===== src/rtl/core/xtea_pkg.sv =====
package xtea_pkg;

   localparam int ROUNDS     = 32;
   localparam int STAGES     = 2 * ROUNDS;
   localparam int WORD_W     = 32;
   localparam int KEY_WORDS  = 4;
   localparam int KEY_IDX_W  = $clog2(KEY_WORDS);
   localparam int OCC_W      = $clog2(STAGES + 1);
   localparam logic [WORD_W-1:0] DELTA = 32'h9E3779B9;

   typedef logic [WORD_W-1:0] word_type;
   typedef word_type [KEY_WORDS-1:0] key_type;

   typedef struct packed {
      logic     mode;
      word_type block_first;
      word_type block_second;
   } req_payload_type;

   typedef struct packed {
      word_type result_first;
      word_type result_second;
   } rsp_payload_type;

   typedef struct packed {
      logic     mode;
      word_type a;
      word_type b;
   } stage_data_type;

   typedef struct packed {
      word_type acc_enc;
      word_type acc_dec;
      logic     odd;
   } stage_ctl_type;

   function automatic word_type mix(input word_type x);
      return ((x << 4) ^ (x >> 5)) + x;
   endfunction

   function automatic word_type delta_times(input int k);
      logic [2*WORD_W-1:0] p;
      p = (2*WORD_W)'(k) * (2*WORD_W)'(DELTA);
      return p[WORD_W-1:0];
   endfunction

   function automatic stage_ctl_type stage_ctl(input int stage);
      stage_ctl_type c;
      int            k;
      k         = (stage + 1) >> 1;
      c.acc_enc = delta_times(k);
      c.acc_dec = delta_times(ROUNDS - k);
      c.odd     = 1'(stage & 1);
      return c;
   endfunction

endpackage


===== src/rtl/core/xtea_stage.sv =====
module xtea_stage (
   input  logic                    clock,
   input  logic                    reset,
   input  logic                    advance,
   input  xtea_pkg::stage_ctl_type ctl,
   input  xtea_pkg::key_type       key,
   input  logic                    in_valid,
   input  xtea_pkg::stage_data_type in_data,
   output logic                    out_valid,
   output xtea_pkg::stage_data_type out_data
);
   import xtea_pkg::*;

   logic           valid_ff;
   stage_data_type data_ff;
   stage_data_type data_in;
   logic           upd_a;
   word_type       acc;
   logic [KEY_IDX_W-1:0] idx;
   word_type       other;
   word_type       target;
   word_type       f;
   word_type       updated;

   always_comb begin
      upd_a   = (in_data.mode == ctl.odd);
      acc     = in_data.mode ? ctl.acc_dec : ctl.acc_enc;
      idx     = upd_a ? acc[KEY_IDX_W-1:0] : acc[11 +: KEY_IDX_W];
      other   = upd_a ? in_data.b : in_data.a;
      target  = upd_a ? in_data.a : in_data.b;
      f       = mix(other) ^ (acc + key[idx]);
      updated = in_data.mode ? (target - f) : (target + f);
      data_in = in_data;
      if (upd_a) begin
         data_in.a = updated;
      end else begin
         data_in.b = updated;
      end
   end

   always_ff @(posedge clock) begin
      if (reset) begin
         valid_ff <= 1'b0;
      end else if (advance) begin
         valid_ff <= in_valid;
      end
   end

   always_ff @(posedge clock) begin
      if (advance) begin
         data_ff <= data_in;
      end
   end

   assign out_valid = valid_ff;
   assign out_data  = data_ff;

endmodule


===== config.mk =====
export PLATFORM = sky130hd
export DESIGN_NAME = xtea_stage
export DESIGN_NICKNAME = d
export VERILOG_FILES = /design/src/rtl/core/xtea_pkg.sv /design/src/rtl/core/xtea_stage.sv
export SDC_FILE = /design/constraint.sdc
export NUM_CORES = 1
export LEC_CHECK = 0
export BUFFER_PORTS_ARGS = -buffer_cell sky130_fd_sc_hd__buf_2
export CORE_MARGIN = 5
export CORE_UTILIZATION = 40
export CTS_CLUSTER_SIZE = 40
export DETAILED_ROUTE_END_ITERATION = 6
export HOLD_SLACK_MARGIN = 0.1
export PLACE_DENSITY = 0.76
export SYNTH_ARGS = -nofsm -noshare
export SYNTH_HDL_FRONTEND = slang
export SYNTH_SLANG_ARGS = --single-unit
export TNS_END_PERCENT = 10

===== constraint.sdc =====
create_clock -name clock -period 9.28 [get_ports clock]
set_input_delay 1.392 -clock clock [delete_from_list [all_inputs] [get_ports clock]]
set_output_delay 1.392 -clock clock [all_outputs]
set_load 0.05 [all_outputs]

; Word level (Yosys, flattened, before mapping)
; Index checks and enable logic that the tools add are counted.
[word_totals]
elab_cells = 21
reg_bits = 66
output_inout_bits = 66
[classes]
n_lt_le_gt_ge = 1
addsub = 4
n_bitwise = 2
n_mux = 9
eq_ne = 1
[op_table]
columns = operator, n
row1 = 32-bit 2-to-1 mux, 7
row2 = 32-bit adder, 3
row3 = 32-bit binary-select mux with 2-bit select, 1
row4 = 32-bit subtractor, 1
row5 = 32-bit by 27-bit XOR with 32-bit output, 1
row6 = 32-bit XOR, 1
row7 = "2-bit by 3-bit less-than comparator with 1-bit output, second input constant", 1
row8 = 2-bit 2-to-1 mux, 1
row9 = 1-bit == test, 1

; Longest topological paths before layout
; Gate-level depths: netlist of run 1.
[logic_depth]
ltp_word = 9
ltp_mapped = 35

; Least setup slack after synthesis of run 1
; OpenSTA, ideal clock, no wires.
[synth_path]
path_type = input -> register
from = input port ctl[0] (netlist name)
to = register data_ff, in the netlist out_data[31] (data pin)
required_ns = 9.014
t_arrival_ns = 8.580
cell_stages = 29
path_slack_ns = 0.434
path_cell_list = clkbuf_1 mux4_2 clkbuf_1 buf_1 mux4_2 ha_1 clkbuf_1 o21ai_0 o21ai_0 nand4_1 nand3_1 a2111oi_0 or4_1 xnor2_1 nand2_1 or4_1 nor2_1 a21oi_1 xor2_1 ha_1 nand2_1 or3_1 o41ai_1 a21o_1 clkbuf_1 xnor2_1 a22o_1 a31o_2 nand4bb_1
[synth_rtl]
columns = element, line_no
row1 = from (decl), xtea_stage.sv:5  ; input xtea_pkg::stage_ctl_type ctl,
row2 = to (signal assigned), xtea_stage.sv:51  ; data_ff <= data_in;
row3 = to (decl), xtea_stage.sv:15  ; stage_data_type data_ff;

==> summary.txt, run 1 <==
Final period utilization: 0.944
Crit Path Max Fanout: 11
Initial antenna violation count: 0
Unrepaired setup endpoints after global routing: false
Register share of total power: 0.129
Sinks on Clock Net: 66
Reg-to-reg slack, setup: 8.70 ns
Root buf cell: clkbuf_16
Total wire length: 37500 µm
WP data required: 9.36 ns
Sum Neg Setup Slack: 0 ns
CP Class: primary input to flop
Switching fraction of total power: 0.546
Internal power: 0.00207 W
Vias: 11200
Gr usage total: 0.240
IO Port Bufs: 327
Worst slew pin tran: 0.852 ns
Worst r2r src: out_valid$_SDFFE_PP0P_
Syn Area/Cell: 8.09 µm²
Slew Limit Headroom: 0.432
Synth Flop Type: edfxtp_1
Layout cells sized above 1: 0.273
Hold Buf Count CTS: 0
Clk Latency, worst-skew pair: 0.33 ns
Layout Cells excl Fill: 1991
Post-route setup slack: 0.523 ns
Clk buf depth: 2
DP Cell Count: 1969
Die ar.: 0.0303 mm²
Comb pwr share: 0.798
Final Skew: 0 ns
Vias per inst: 5.64
Drt first pass iters: 6
Hold_ws: 0.487 ns
Max Cap Viol: 0
CTS tree: yes
Worst Hold Class: flop to flop
Die width: 174 µm
Power density over the cells: 347 mW/mm²
Cell variety after synth: 72
WL/cell: 18.8 µm
Post-DP HPWL: 32100 µm
Site Rows: 60
Critical Path Slowest Stage Cell: mux4_2
Fill count: 2603
Worst Setup SP: ctl[0]
Io pins: 328
Pleak: 6.10 nW
ANT cells: 0
Max Clock Freq: 114 MHz
Design Area, Final: 0.0132 mm²
First DRT Iteration DRCs: 860
Crit-path max cell delay: 0.70 ns
Async S/R FF share, synth: 0
Syn-to-layout area delta: 22.3%
Syn nets: 1693
YS warnings: 0
Register area share after synthesis: 0.183
Cell area after synthesis: 0.0108 mm²
Commonest non-fill, non-tap cell in the layout: buf_2
Status: finished clean
HP Start: out_valid$_SDFFE_PP0P_
DRC viols: 0
Starting Density: 0.403
CP Capture Type: flop
Final Setup Violations: 0
Arrival time worst endpoint: 8.83 ns
Number of flops mapped to enable cells by yosys: 65
DRT antenna net count: 0
Total gr overflow: 0
Chip height: 174 µm
Clock slew at reported path FFs: 0.06 ns
Mapped Cells: 1332
H-tree levels: 3
CTS buffer count: 9
Pin count of the biggest net entering global routing: 67
First-pass GRT wire length: 58900 µm
Crit path time final: 8.76 ns
Core area: 0.0267 mm²
Clock network fraction of total power: 0.073
Routability cong.: 0.948
Synth Register Bits: 66
Worst VDD drop: 153 µV
Final Hold Violating Endpoints: 0
Placed Area: 0.0128 mm²
Vias in the first global route: 11200
Fin nets: 2006
Setup WS pre-CTS: 0.108 ns
Switching pwr: 0.00250 W
CP Launch Type: primary input
Most frequent cells in the layout: buf_2, nand2_1, o21ai_0
Number of slew-limit violations in the final report: 0
routing by layer:
metal  global-route usage  up-vias  wire length, µm
met2                0.400      477            17400
met5                    0        -                0
met1                0.339     5163            17100
met3               0.0257       38             2510
li1                     -     5550                -
met4               0.0478        0              558
worst paths after layout:
path                                  to  depth (start not counted)
setup / recovery  out_data[31]$_DFFE_PP_                         29
hold reg to reg   out_valid$_SDFFE_PP0P_                          2
setup reg to reg  out_valid$_SDFFE_PP0P_                          2
hold / removal    out_valid$_SDFFE_PP0P_                          2
power groups by stage:
stage	Clock, W	Combinational [W]	Sequential [W]
6_report	0.000335	0.00365	0.000588
5_1_grt	0.000351	0.00399	0.000601
4_1_cts	0.000339	0.00360	0.000590
3_5_place_dp	0	0.00358	0.000596
3_3_place_gp	0	0.00354	0.000590
2_1_floorplan	0	0.00225	0.00109
state kept, by name (all words and copies together), names as in the netlist:
signal,count
out_data,65
out_valid,1
area by class of cell:
cell class / count / area (µm²) / share of cell area
Inverter: 41 / 154 / 0.0117
Clock inverter: 7 / 70.1 / 0.00532
Timing Repair Buffer: 352 / 1850 / 0.140
Tap cell: 341 / 427 / 0.0324
Multi-Input combinational cell: 1175 / 8470 / 0.643
Clock buffer: 9 / 225 / 0.0171
Sequential cell: 66 / 1970 / 0.150
cells by family (layout without fill, tap and decap cells):
family,after synthesis,in the layout,synth area share
simple gates,477,477,0.204
compound gates,372,372,0.220
xor+xnor,154,154,0.134
fa+ha+maj,99,99,0.117
buf+inv,91,409,0.0319
mux,73,73,0.110
flops,66,66,0.183
cells in the mapped netlist (all sizes together) (24+ instances only):
master    n  area share
nand2   249       0.087
o21ai   107       0.050
ha       96        0.11
xnor2    96       0.078
a21oi    91       0.043
nor2     73       0.025
edfxtp   65        0.18
xor2     51       0.041
a21o     42       0.029
inv      41       0.014
clkbuf   40       0.014
mux4     33       0.069
mux2     32       0.033
a31oi    24       0.014
what timing repair did:
item,CTS,global route
buffers inserted,0,6
setup endpoints to repair,0,2
gates resized for setup,0,2
per-stage QoR:
stage	utilization	power, W
after global placement	0.480	0.00413
after detailed placement	0.480	0.00418
final	0.493	0.00457
after floorplan	-	0.00334
after global routing	0.493	0.00494
after CTS	0.491	0.00453
worst max-delay path, delay by kind of cell:
kind	cells	cell delay, ns
muxes	3	1.09
and+or+nand+nor	9	2.48
adders and majority gates	2	0.81
AOI/OAI and AO/OA	8	1.81
xor gates and xnor gates	3	0.52
buffers and inverters	4	0.71
Power figures use the tool's default switching activity.
==> inputs of run 2 (changes only) <==
--- a/config.mk
+++ b/config.mk
@@ -6,6 +6,7 @@
 export NUM_CORES = 1
 export LEC_CHECK = 0
 export BUFFER_PORTS_ARGS = -buffer_cell sky130_fd_sc_hd__buf_2
+export CORE_ASPECT_RATIO = 1.1
 export CORE_MARGIN = 5
 export CORE_UTILIZATION = 40
 export CTS_CLUSTER_SIZE = 40
==> summary.txt, run 2 (synthesis results as in run 1) <==
DRT antenna net count: 0
Core area: 0.0268 mm²
Worst Hold Class: flop to flop
WP data required: 9.36 ns
Hold_ws: 0.504 ns
Number of slew-limit violations in the final report: 0
Clk Latency, worst-skew pair: 0.33 ns
CP Launch Type: primary input
Pleak: 6.16 nW
Die width: 166 µm
CP Class: primary input to flop
Most frequent cells in the layout: buf_2, nand2_1, o21ai_0
Arrival time worst endpoint: 8.89 ns
Worst r2r src: out_valid$_SDFFE_PP0P_
WL/cell: 17.7 µm
Worst VDD drop: 236 µV
Status: finished clean
Placed Area: 0.0129 mm²
Crit Path Max Fanout: 10
Sum Neg Setup Slack: 0 ns
Total wire length: 35600 µm
Post-DP HPWL: 30600 µm
H-tree levels: 3
Starting Density: 0.402
R2R Path End: out_valid$_SDFFE_PP0P_
Routing usage on met3: 0.0334
Crit-path max cell delay: 0.73 ns
Io pins: 328
Vias in the first global route: 11000
Slew Limit Headroom: 0.412
CTS buffer count: 9
Post-route setup slack: 0.464 ns
Final Skew: 0 ns
Total power draw: 0.00464 W
Final period utilization: 0.950
Critical Path Slowest Stage Cell: mux4_2
Site Rows: 63
Post-CTS setup buffers: 0
Die ar.: 0.0303 mm²
Fin nets: 2013
Vias: 11200
Routability cong.: 0.957
Gr usage total: 0.225
DRC viols: 0
Final Setup Violations: 0
Pin count of the biggest net entering global routing: 67
Setup WS pre-CTS: 0.176 ns
Syn-to-layout area delta: 23.5%
First DRT Iteration DRCs: 791
Design Area, Final: 0.0133 mm²
Initial antenna violation count: 0
Crit path time final: 8.82 ns
Layout cells sized above 1: 0.274
Final Hold Violating Endpoints: 0
Worst R2R Path Depth: 2
Total gr overflow: 0
Clk buf depth: 2
Multi-input gate area: 0.00847 mm²
Hold Path Sink: out_valid$_SDFFE_PP0P_
Unrepaired setup endpoints after global routing: false
Met1 Use GR: 0.301
Reg-to-reg slack, setup: 8.69 ns
Power density over the cells: 349 mW/mm²
CTS tree: yes
Max Cap Viol: 0
Clock slew at reported path FFs: 0.06 ns
Vias per inst: 5.58
ANT cells: 0
FF+latch area: 0.00197 mm²
Hold Path Cell Cnt: 2
Chip height: 182 µm
Root buf cell: clkbuf_16
Sinks on Clock Net: 66
Drt first pass iters: 6
IO Port Bufs: 327
Max FFs per register: 65
Global-route layer with the greatest usage: met2
HP Start: out_valid$_SDFFE_PP0P_
Max Clock Freq: 113 MHz
Commonest non-fill, non-tap cell in the layout: buf_2
CP Capture Type: flop
M2 GR Usage: 0.385
Worst slew pin tran: 0.860 ns
First-pass GRT wire length: 56100 µm
Fill count: 2610
[run 2: metrics by stage]
step | utilization | instances
after floorplan | - | 1332
after detailed placement | 0.483 | 1998
after CTS | 0.496 | 2014
final | 0.497 | 2014
after global routing | 0.497 | 2014
after global placement | 0.483 | 1998
[run 2: worst max path at each step]
stage / from / end / slack, ns / depth (start not counted)
2_1_floorplan: ctl[0] / out_data[31]$_DFFE_PP_ / 0.43 / 29
3_3_place_gp: ctl[0] / out_data[31]$_DFFE_PP_ / 0.21 / 25
3_5_place_dp: ctl[0] / out_data[31]$_DFFE_PP_ / 0.18 / 25
4_1_cts: ctl[0] / out_data[31]$_DFFE_PP_ / 0.48 / 25
5_1_grt: ctl[0] / out_data[31]$_DFFE_PP_ / 0.04 / 26
6_report: ctl[0] / out_data[31]$_DFFE_PP_ / 0.46 / 26
[run 2: what timing repair did]
action / 4_1_cts / 5_1_grt
endpoints found under the setup margin: 0 / 1
hold endpoints to repair: 0 / 0
hold buffers: 0 / 0
resized for setup: 0 / 2
[run 2: final cells by class]
class / instances / area share
well taps: 357 / 0.0336
inverters: 41 / 0.0116
multi-input cells: 1175 / 0.636
repair buffers: 359 / 0.143
clock inverters: 7 / 0.0106
flip-flops and latches: 66 / 0.148
clock buffers: 9 / 0.0169
[run 2: power by group]
group / switching (W) / leakage (nW) / internal (W)
Combinational: 0.00231 / 5.34 / 0.00134
Sequential: 0.0000325 / 0.642 / 0.000551
Clock: 0.000123 / 0.177 / 0.000289
[run 2: worst max-delay path, delay by kind of cell]
| kind | cells | cell delay, ns |
|---|---|---|
| fa+ha+maj | 2 | 0.76 |
| simple gates | 9 | 2.40 |
| mux | 2 | 1.16 |
| buf+inv | 2 | 0.49 |
| compound gates | 8 | 1.90 |
| xor+xnor | 3 | 0.77 |
[run 2: routing by layer]
metal  up-vias  share of wire
met3        32          0.073
met2       456           0.47
met5         -              0
met1      5202           0.44
met4         0          0.017
li1       5556              -
